===== src/sv/eid_pkg.sv =====
package eid_pkg;

  localparam logic [7:0] PFX_MOVI = 8'h8A;
  localparam logic [7:0] PFX_EXT  = 8'h8E;

  // Group codes held in bits 15..12 of the second word under the extended prefix.
  localparam logic [3:0] GRP_IDX    = 4'h0;
  localparam logic [3:0] GRP_STL    = 4'h1;
  localparam logic [3:0] GRP_ST     = 4'h2;
  localparam logic [3:0] GRP_LDL    = 4'h5;
  localparam logic [3:0] GRP_LD     = 4'h6;
  localparam logic [3:0] GRP_ADD    = 4'h7;
  localparam logic [3:0] GRP_MOVA   = 4'h9;
  localparam logic [3:0] GRP_BRA    = 4'hA;
  localparam logic [3:0] GRP_BSR    = 4'hB;
  localparam logic [3:0] GRP_MOV    = 4'hE;

  localparam logic [15:0] ALL_ONES16 = 16'hFFFF;
  localparam logic [31:0] ALIGN_MASK = ~32'd3;

  typedef enum logic [3:0] {
    OP_MOVB  = 4'd0,
    OP_MOVW  = 4'd1,
    OP_MOVL  = 4'd2,
    OP_FMOVS = 4'd3,
    OP_LEAB  = 4'd4,
    OP_LEAW  = 4'd5,
    OP_LEAL  = 4'd6,
    OP_LEAQ  = 4'd7,
    OP_MOVUB = 4'd8,
    OP_MOVUW = 4'd9,
    OP_MOVUL = 4'd10,
    OP_ADD   = 4'd11,
    OP_MOV   = 4'd12,
    OP_MOVA  = 4'd13,
    OP_BRA   = 4'd14,
    OP_BSR   = 4'd15
  } op_t;

  typedef enum logic [2:0] {
    FORM_ST_IDX  = 3'd0,
    FORM_LD_IDX  = 3'd1,
    FORM_ST_DISP = 3'd2,
    FORM_LD_DISP = 3'd3,
    FORM_REG_IMM = 3'd4,
    FORM_LD_ABS  = 3'd5,
    FORM_ABS     = 3'd6
  } form_t;

  typedef struct packed {
    logic        recognized;
    op_t         operation;
    form_t       addr_form;
    logic [3:0]  dest_reg;
    logic [3:0]  src_reg;
    logic        src_is_pc;
    logic [15:0] index_field;
    logic [31:0] immediate;
    logic        control_flow;
    logic        delay_slot;
    logic        invalid_in_delay_slot;
    logic        pc_relative_delay;
  } dec_t;

  function automatic dec_t make_dec(input op_t op, input form_t form, input logic [3:0] rn,
                                    input logic [3:0] rm, input logic [15:0] ro,
                                    input logic [31:0] imm);
    dec_t d;
    d             = '0;
    d.recognized  = 1'b1;
    d.operation   = op;
    d.addr_form   = form;
    d.dest_reg    = rn;
    d.src_reg     = rm;
    d.index_field = ro;
    d.immediate   = imm;
    return d;
  endfunction

  function automatic dec_t decode_instr(input logic [15:0] fw, input logic [15:0] sw,
                                        input logic [31:0] pc);
    dec_t        d;
    logic [3:0]  hi;
    logic [3:0]  lo;
    logic [3:0]  rn;
    logic [3:0]  rm;
    logic [3:0]  nib_ro;
    logic [1:0]  sh;
    logic [31:0] nib32;
    logic [31:0] d8;
    logic [15:0] w16;
    logic [31:0] w16s;
    logic [31:0] d20;
    d      = '0;
    hi     = sw[15:12];
    lo     = sw[3:0];
    rn     = sw[11:8];
    rm     = sw[7:4];
    nib_ro = fw[7:4];
    // Most scaled forms shift by the low two bits of the sub-opcode; the STL, LDL and FMOVS forms shift by a fixed two.
    sh     = lo[1:0];
    nib32  = {28'd0, fw[3:0]};
    d8     = {{24{fw[7]}}, fw[7:0]};
    w16    = {sw[7:0], fw[7:0]} & ALL_ONES16;
    w16s   = {{16{w16[15]}}, w16};
    d20    = {{12{sw[11]}}, sw[11:0], fw[7:0]};

    unique case (fw[15:8])
      PFX_MOVI: begin
        d = make_dec(OP_MOV, FORM_REG_IMM, 4'd0, 4'd0, 16'd0, {d8[15:0], sw});
      end
      PFX_EXT: begin
        unique case (hi) inside
          GRP_IDX: begin
            if (lo >= 4'd4 && lo <= 4'd6) begin
              d = make_dec(op_t'(lo - 4'd4), FORM_ST_IDX, rn, rm, {12'd0, nib_ro}, nib32 << sh);
            end else if (lo >= 4'd12 && lo <= 4'd14) begin
              d = make_dec(op_t'(lo - 4'd12), FORM_LD_IDX, rn, rm, {12'd0, nib_ro},
                           nib32 << sh);
            end
          end
          GRP_STL: begin
            d = make_dec(OP_MOVL, FORM_ST_IDX, rn, rm, {12'd0, lo}, d8 << 2);
          end
          GRP_ST: begin
            if (lo <= 4'd2) begin
              d = make_dec(op_t'(lo), FORM_ST_DISP, rn, rm, 16'd0, d8 << sh);
            end else if (lo == 4'd4) begin
              d = make_dec(OP_FMOVS, FORM_LD_DISP, rn, rm, 16'd0, d8 << 2);
            end else if (lo == 4'd6) begin
              d = make_dec(OP_FMOVS, FORM_ST_DISP, rn, rm, 16'd0, d8 << 2);
            end
          end
          GRP_LDL: begin
            d = make_dec(OP_MOVL, FORM_LD_IDX, rn, rm, {12'd0, lo}, d8 << 2);
          end
          GRP_LD: begin
            if (lo <= 4'd2) begin
              d = make_dec(op_t'(lo), FORM_LD_DISP, rn, rm, 16'd0, d8 << sh);
            end else if (lo >= 4'd4 && lo <= 4'd7) begin
              d = make_dec(op_t'(lo), FORM_LD_IDX, rn, rm, {12'd0, nib_ro}, nib32 << sh);
            end else if (lo >= 4'd8 && lo <= 4'd11) begin
              d = make_dec(op_t'(lo - 4'd4), FORM_LD_DISP, rn, rm, 16'd0, d8 << sh);
            end else if (lo >= 4'd12 && lo <= 4'd14) begin
              d = make_dec(op_t'(lo - 4'd4), FORM_LD_DISP, rn, rm, 16'd0, d8 << sh);
            end
          end
          GRP_ADD: begin
            d = make_dec(OP_ADD, FORM_REG_IMM, rn, 4'd0, 16'd0, w16s);
          end
          GRP_MOVA: begin
            d = make_dec(OP_MOVA, FORM_LD_ABS, rn, 4'd0, w16,
                         ((pc + 32'd6) & ALIGN_MASK) + {14'd0, w16, 2'b00});
            d.src_is_pc         = 1'b1;
            d.pc_relative_delay = 1'b1;
          end
          GRP_BRA, GRP_BSR: begin
            d = make_dec((hi == GRP_BRA) ? OP_BRA : OP_BSR, FORM_ABS, 4'd0, 4'd0, 16'd0,
                         pc + {d20[30:0], 1'b0} + 32'd6);
            d.control_flow          = 1'b1;
            d.delay_slot            = 1'b1;
            d.invalid_in_delay_slot = 1'b1;
          end
          GRP_MOV: begin
            d = make_dec(OP_MOV, FORM_REG_IMM, rn, 4'd0, 16'd0, w16s);
          end
          default: begin
            d = '0;
          end
        endcase
      end
      default: begin
        d = '0;
      end
    endcase
    return d;
  endfunction

endpackage


===== src/sv/extended_instruction_decoder.sv =====
// Decodes one two-word extended instruction and its address into an operation, addressing
// form, register numbers, immediate or branch target and control flags. Each item passes through
// an input register, then the decode logic, then a result register, and a new item can be
// taken every cycle while in_stall is low. in_stall rises only when both registers hold
// items and out_stall is high; encodings that decode to nothing give recognized low and
// every other field zero.
module extended_instruction_decoder
  import eid_pkg::*;
(
  input  logic        clk,
  input  logic        rst,
  input  logic        in_valid,
  output logic        in_stall,
  input  logic [15:0] first_word,
  input  logic [15:0] second_word,
  input  logic [31:0] instr_address,
  output logic        out_valid,
  input  logic        out_stall,
  output logic        recognized,
  output logic [3:0]  operation,
  output logic [2:0]  addr_form,
  output logic [3:0]  dest_reg,
  output logic [3:0]  src_reg,
  output logic        src_is_pc,
  output logic [15:0] index_field,
  output logic [31:0] immediate,
  output logic        control_flow,
  output logic        delay_slot,
  output logic        invalid_in_delay_slot,
  output logic        pc_relative_delay
);

  logic        s1_valid;
  logic [15:0] s1_fw;
  logic [15:0] s1_sw;
  logic [31:0] s1_pc;
  dec_t        res;
  dec_t        res_next;
  logic        out_load;
  logic        s1_load;

  assign out_load = !out_valid || !out_stall;
  assign s1_load  = !s1_valid || out_load;
  assign in_stall = !s1_load;
  assign res_next = decode_instr(s1_fw, s1_sw, s1_pc);

  always_ff @(posedge clk) begin
    if (rst) begin
      s1_valid  <= 1'b0;
      out_valid <= 1'b0;
    end else begin
      if (s1_load) begin
        s1_valid <= in_valid;
      end
      if (out_load) begin
        out_valid <= s1_valid;
      end
    end
    if (s1_load && in_valid) begin
      s1_fw <= first_word;
      s1_sw <= second_word;
      s1_pc <= instr_address;
    end
    if (out_load && s1_valid) begin
      res <= res_next;
    end
  end

  assign recognized            = res.recognized;
  assign operation             = res.operation;
  assign addr_form             = res.addr_form;
  assign dest_reg              = res.dest_reg;
  assign src_reg               = res.src_reg;
  assign src_is_pc             = res.src_is_pc;
  assign index_field           = res.index_field;
  assign immediate             = res.immediate;
  assign control_flow          = res.control_flow;
  assign delay_slot            = res.delay_slot;
  assign invalid_in_delay_slot = res.invalid_in_delay_slot;
  assign pc_relative_delay     = res.pc_relative_delay;

`ifndef SYNTHESIS
  a_stall_only_when_full: assert property (@(posedge clk) disable iff (rst)
    in_stall |-> (s1_valid && out_valid && out_stall))
    else $error("input stalled while the pipeline had room");

  a_unrecognized_zero: assert property (@(posedge clk) disable iff (rst)
    (out_valid && !recognized) |-> (operation == 4'd0 && immediate == 32'd0 &&
                                    dest_reg == 4'd0 && index_field == 16'd0 &&
                                    control_flow == 1'b0 && src_is_pc == 1'b0))
    else $error("unrecognized item carries non-zero fields");

  a_branch_flags: assert property (@(posedge clk) disable iff (rst)
    (out_valid && control_flow) |-> (delay_slot && invalid_in_delay_slot &&
                                     addr_form == FORM_ABS && recognized))
    else $error("branch item with inconsistent flags");

  a_pc_source: assert property (@(posedge clk) disable iff (rst)
    (out_valid && src_is_pc) |-> (operation == OP_MOVA && src_reg == 4'd0 &&
                                  pc_relative_delay))
    else $error("program counter source on an item other than MOVA");
`endif

endmodule


===== config.mk =====
export PLATFORM = sky130hd
export DESIGN_NAME = extended_instruction_decoder
export DESIGN_NICKNAME = d
export VERILOG_FILES = /design/src/sv/eid_pkg.sv /design/src/sv/extended_instruction_decoder.sv
export SDC_FILE = /design/constraint.sdc
export NUM_CORES = 1
export LEC_CHECK = 0
export ABC_AREA = 1
export BUFFER_PORTS_ARGS = -buffer_cell sky130_fd_sc_hd__clkbuf_2
export CAP_MARGIN = 20
export CORE_UTILIZATION = 30
export DETAILED_ROUTE_END_ITERATION = 6
export GPL_ROUTABILITY_DRIVEN = 0
export PLACE_DENSITY = 0.47
export REMOVE_ABC_BUFFERS = 1
export SLEW_MARGIN = 20
export SYNTH_ARGS = -nofsm -noshare
export SYNTH_HDL_FRONTEND = slang
export SYNTH_SLANG_ARGS = --single-unit

===== constraint.sdc =====
create_clock -name clk -period 4.59 [get_ports clk]
set_input_delay 1.1475 -clock clk [delete_from_list [all_inputs] [get_ports clk]]
set_output_delay 1.1475 -clock clk [all_outputs]
set_load 0.005 [all_outputs]

# [Word level (Yosys, flattened, before mapping)]
# Index checks and enable logic that the tools add are counted.
[op_classes] add_sub_neg=6 order_cmp=8 n_eq_ne=13 shift=2 muxes=12 n_reduce_logical=14
[op_table] cell="two-way mux 69 bit" n=9
[op_table] cell="one-hot mux 69 bit (9 select lines)" n=1
[op_table] cell="one-hot mux 69 bit (2 select lines)" n=1
[op_table] cell="adder 32 x 3 -> 32 bit (second input constant)" n=2
[op_table] cell="adder 32 x 18 -> 32 bit" n=1
[op_table] cell="adder 32 bit" n=1
[op_table] cell="left shift 32 x 2 -> 32 bit" n=1
[op_table] cell="left shift 4 x 2 -> 32 bit" n=1
[op_table] cell="== test 4 x 3 -> 1 bit (second input constant)" n=5
[op_table] cell="== test 4 bit (second input constant)" n=4
[op_table] cell="== test 8 bit (second input constant)" n=2
[op_table] cell=">= comparator 4 bit (second input constant)" n=2
[op_table] cell="less-or-equal comparator 4 x 3 -> 1 bit (second input constant)" n=2
[op_table] cell="less-or-equal comparator 4 bit (second input constant)" n=2
[op_table] cell="logical AND 1 bit" n=6
[op_table] cell="== test 4 x 1 -> 1 bit (second input constant)" n=1
[op_table] cell="== test 4 x 2 -> 1 bit (second input constant)" n=1
[op_table] cell=">= comparator 4 x 3 -> 1 bit (second input constant)" n=1
[op_table] cell="less-or-equal comparator 4 x 2 -> 1 bit (second input constant)" n=1
[op_table] cell="logical NOT 1 bit" n=4
[op_table] cell="logical NOT 4 bit" n=1
[op_table] cell="subtractor 4 x 3 -> 4 bit (second input constant)" n=1
[op_table] cell="subtractor 4 bit (second input constant)" n=1
[op_table] cell="logical OR 1 bit" n=2
[op_table] cell="2 further kinds" n=2
[word_totals] ff_bits=135

# [Logic depth before layout (Yosys ltp)]
[logic_depth] depth_word=8 depth_mapped=22 mapped_depth_nobuf=22

# [Worst setup path before layout]
# No wires, ideal clock.
[synth_timing] kind="input port to flip-flop" startpoint="in out_stall" endpoint="reg res (netlist bit addr_form[0]), enable pin" setup_time_ns=0.512 arrival_ns=4.374 required_time_ns=4.078 slack_ns=-0.295 stages=1 path_cell_list="a21oi_1"
[synth_via] elab_chain_len=3
[synth_rtl] item="start: declaration" line_no="extended_instruction_decoder.sv:18" text="input logic out_stall,"
[synth_rtl] item="logical NOT 1 bit" line_no="extended_instruction_decoder.sv:42" text="assign out_load = !out_valid || !out_stall;"
[synth_rtl] item="logical OR 1 bit" line_no="extended_instruction_decoder.sv:42"
[synth_rtl] item="logical AND 1 bit" line_no="extended_instruction_decoder.sv:64" text="if (out_load && s1_valid) begin"
[synth_rtl] item="end signal: assignment" line_no="extended_instruction_decoder.sv:65" text="res <= res_next;"
[synth_rtl] item="end: declaration" line_no="extended_instruction_decoder.sv:37" text="dec_t res;"
# Every way passes these cells.
# A chain may end at the register's enable or synchronous reset.

==> impl_metrics.yaml <==
die:
  die_y_um: 185
  die_w_um: 185
  row_count: 66
  io_pins: 139
  initial_core_util: 0.308
  coreArea_um2: 32800
  die_area_um2: 34400
worst_hold_path:
  hold_path.class: "flop to flop"
  holdPathEnd: "out_valid"
  min-delay-start: "out_valid"
  hold_path_depth: 2
power:
  total_power_mw: 3.64
  ir_worst_vdd_mv: 0.269
  p_leak_nw: 5.39
  p_per_area_nw_per_um2: 305
flow_run:
  drv_cap: 0
grt:
  grt_busiest_layer: "met2"
  gr-usage-met1: 0.298
  grt_pass1_vias: 9072
  grt-ovfl-total: 0
  use_met2: 0.315
  grt_max_degree: 67
  antenna_found_initial: 0
  grtUsageTotal: 0.210
  grt_pass1_wl_mm: 52.4
  met3_usage: 0.0322
route:
  routedWlPerCell_um: 18.4
  dr.pass1.iters: 6
  num_vias: 9566
  viasPerCell: 5.05
  drt-total-wl_mm: 35.0
  antenna_left: 0
  drc: 0
  drt_iter0_drc: 718
final_layout:
  final_common_cell: "nand2_1"
  instances_no_fill: 1895
  utilization: 0.363
  nets: 1591
  antennaDiodeCount: 0
  drive_above_1_share: 0.165
  area_growth_pct: 18.0
  layout_common_cells: "316 x nand2_1, 142 x nor2_1, 138 x clkbuf_2"
yosys:
  synthesis.area_um2: 10100
  ys.flop_type: "edfxtp_1"
  yosysWarningCount: 0
  synth_enable_flop_cells: 130
  yosys.area.top_type: "edfxtp_1"
  yosysSeqAreaShare: 0.391
  synthDistinctLibCells: 60
  synth_top_area_frac: 0.387
  synthArstFlopShare: 0
  syn_area_per_cell_um2: 7.80
  synth_cells: 1294
  synth_area_leaders: "edfxtp_1 39%, nand2_1 12%, ha_1 10%"
  ys_seq_elements: 132
placement:
  placed_cells: 1863
  io_buffers: 138
  dpl.hpwl_mm: 27.7
sta:
  fmax_mhz: 265
  maxSlewHeadroom: 0.415
  hold_viol: 0
  tns_ps: 0
  rsz0062_at_grt: "false"
  worst_slew_pin_slew_ps: 877
  finalMaxSlewViolations: 0
  period_needed_ps: 3770
  skew_ps: 15.0
  setup_violations: 0
  fin_crit_sh: 0.821
clock_tree:
  cts-buffers-inserted: 17
  cts.hold.buffers_added: 0
  ctsHtreeMaxLevel: 4
  cts.sinks: 132
  post_cts_buffers: 0
  cts_tree: "yes"
  max-clock-path-buffers: 2
  cts_root_buf: "clkbuf_16"
  cts_resized: 0
  clk_pin_slew_worst_paths_ps: 60
  worstSkewPairLatency_ps: 460
setup_path:
  crit_chain: "inv_1 > ha_1 > inv_1 > nand2_4 > nor2_1 > xor2_1 > ha_1 > a21oi_1 > o21ai_0 > a21oi_1 > nand2_1 > or2_2 > a31oi_1 > o21ai_0 > nand2_1 > o21ai_0"
  worst-setup-path-type: "flop to flop"
  rr_worst_depth: 16
  reg2reg_slack_ps: 820
  max_stage_delay_ps: 340
  crit_arrival_ps: 3940
  startpoint: "s1_pc[1]"
  crit_path_start_kind: "flop"
  crit_family: "compound AO/OA/AOI/OAI gates"
  crit_top_cell: "o21ai_0"
  cp_max_fo: 5
  worst_r2r_endpoint: "immediate[16]"
  required_ps: 4760
  rr_startpoint: "s1_pc[1]"
  cp_num_buf_inv: 2
  cp-end-kind: "flop"
  slowest_stage: "ha_1"
outcome:
  status: "finished, final reports clean"
## cell type report
| class | instances | area, µm² |
|---|---|---|
| clock buffers | 18 | 429 |
| clock inverters | 14 | 166 |
| fillers | 3502 | 20900 |
| inverters | 148 | 559 |
| multi-input cells | 994 | 5500 |
| flip-flops and latches | 132 | 3940 |
| well taps | 442 | 553 |
| repair buffers | 147 | 758 |
## synth_stat cells (all sizes together) (3+ instances only)
cell / number
a211oi: 5
a21o: 4
a21oi: 94
a31oi: 6
and2: 3
buf: 11
clkbuf: 9
clkinv: 5
edfxtp: 130
ha: 81
inv: 143
nand2: 327
nand3: 82
nand3b: 7
nand4: 15
nor2: 156
nor3: 26
nor4: 5
o2111ai: 4
o211ai: 6
o21ai: 98
o21bai: 4
o221ai: 4
o22ai: 16
or2: 10
xnor2: 8
xor2: 15
## cells by family after synthesis
family / Yosys count / synth area share
compound gates: 251 / 0.140
xor+xnor: 23 / 0.0200
fa+ha+maj: 83 / 0.104
buf+inv: 168 / 0.0652
flops: 132 / 0.391
mux: 1 / 0.000992
simple gates: 636 / 0.279
## power breakdown
group | switching (mW) | total, mW | internal, mW
Combinational | 0.526 | 0.785 | 0.259
Sequential | 0.0572 | 1.44 | 1.38
Clock | 0.600 | 1.42 | 0.815
## layer usage
metal / vias to the layer above / routed length [µm]
met1: 4437 / 17100
met5: - / 0
met4: 0 / 946
met2: 332 / 14800
li1: 4750 / -
met3: 47 / 2120
## tightest hold or removal path, cell delays in order (launching register included)
cell and delay [ps]:
dfxtp_1 340, nand2_1 80, a21oi_1 60
## stage by stage
| stage | setup WS, ps | instance area, µm² | hold WS [ps] |
|---|---|---|---|
| 2_1_floorplan | -295 | 9990 | 450 |
| 3_3_place_gp | 889 | 11300 | 513 |
| 6_report | 820 | 11900 | 522 |
| 4_1_cts | 835 | 11900 | 527 |
| 5_1_grt | 661 | 11900 | 559 |
| 3_5_place_dp | 845 | 11300 | 519 |
## worst max path at each step
stage,endpoint,slack (ps),depth (start not counted)
after CTS,immediate[16],830,16
final,immediate[16],820,16
after global placement,immediate[16],890,16
after detailed placement,immediate[16],840,16
after floorplan,addr_form[0],-300,1
after global routing,immediate[16],660,16
No activity file was read; power rests on OpenSTA's default activity.
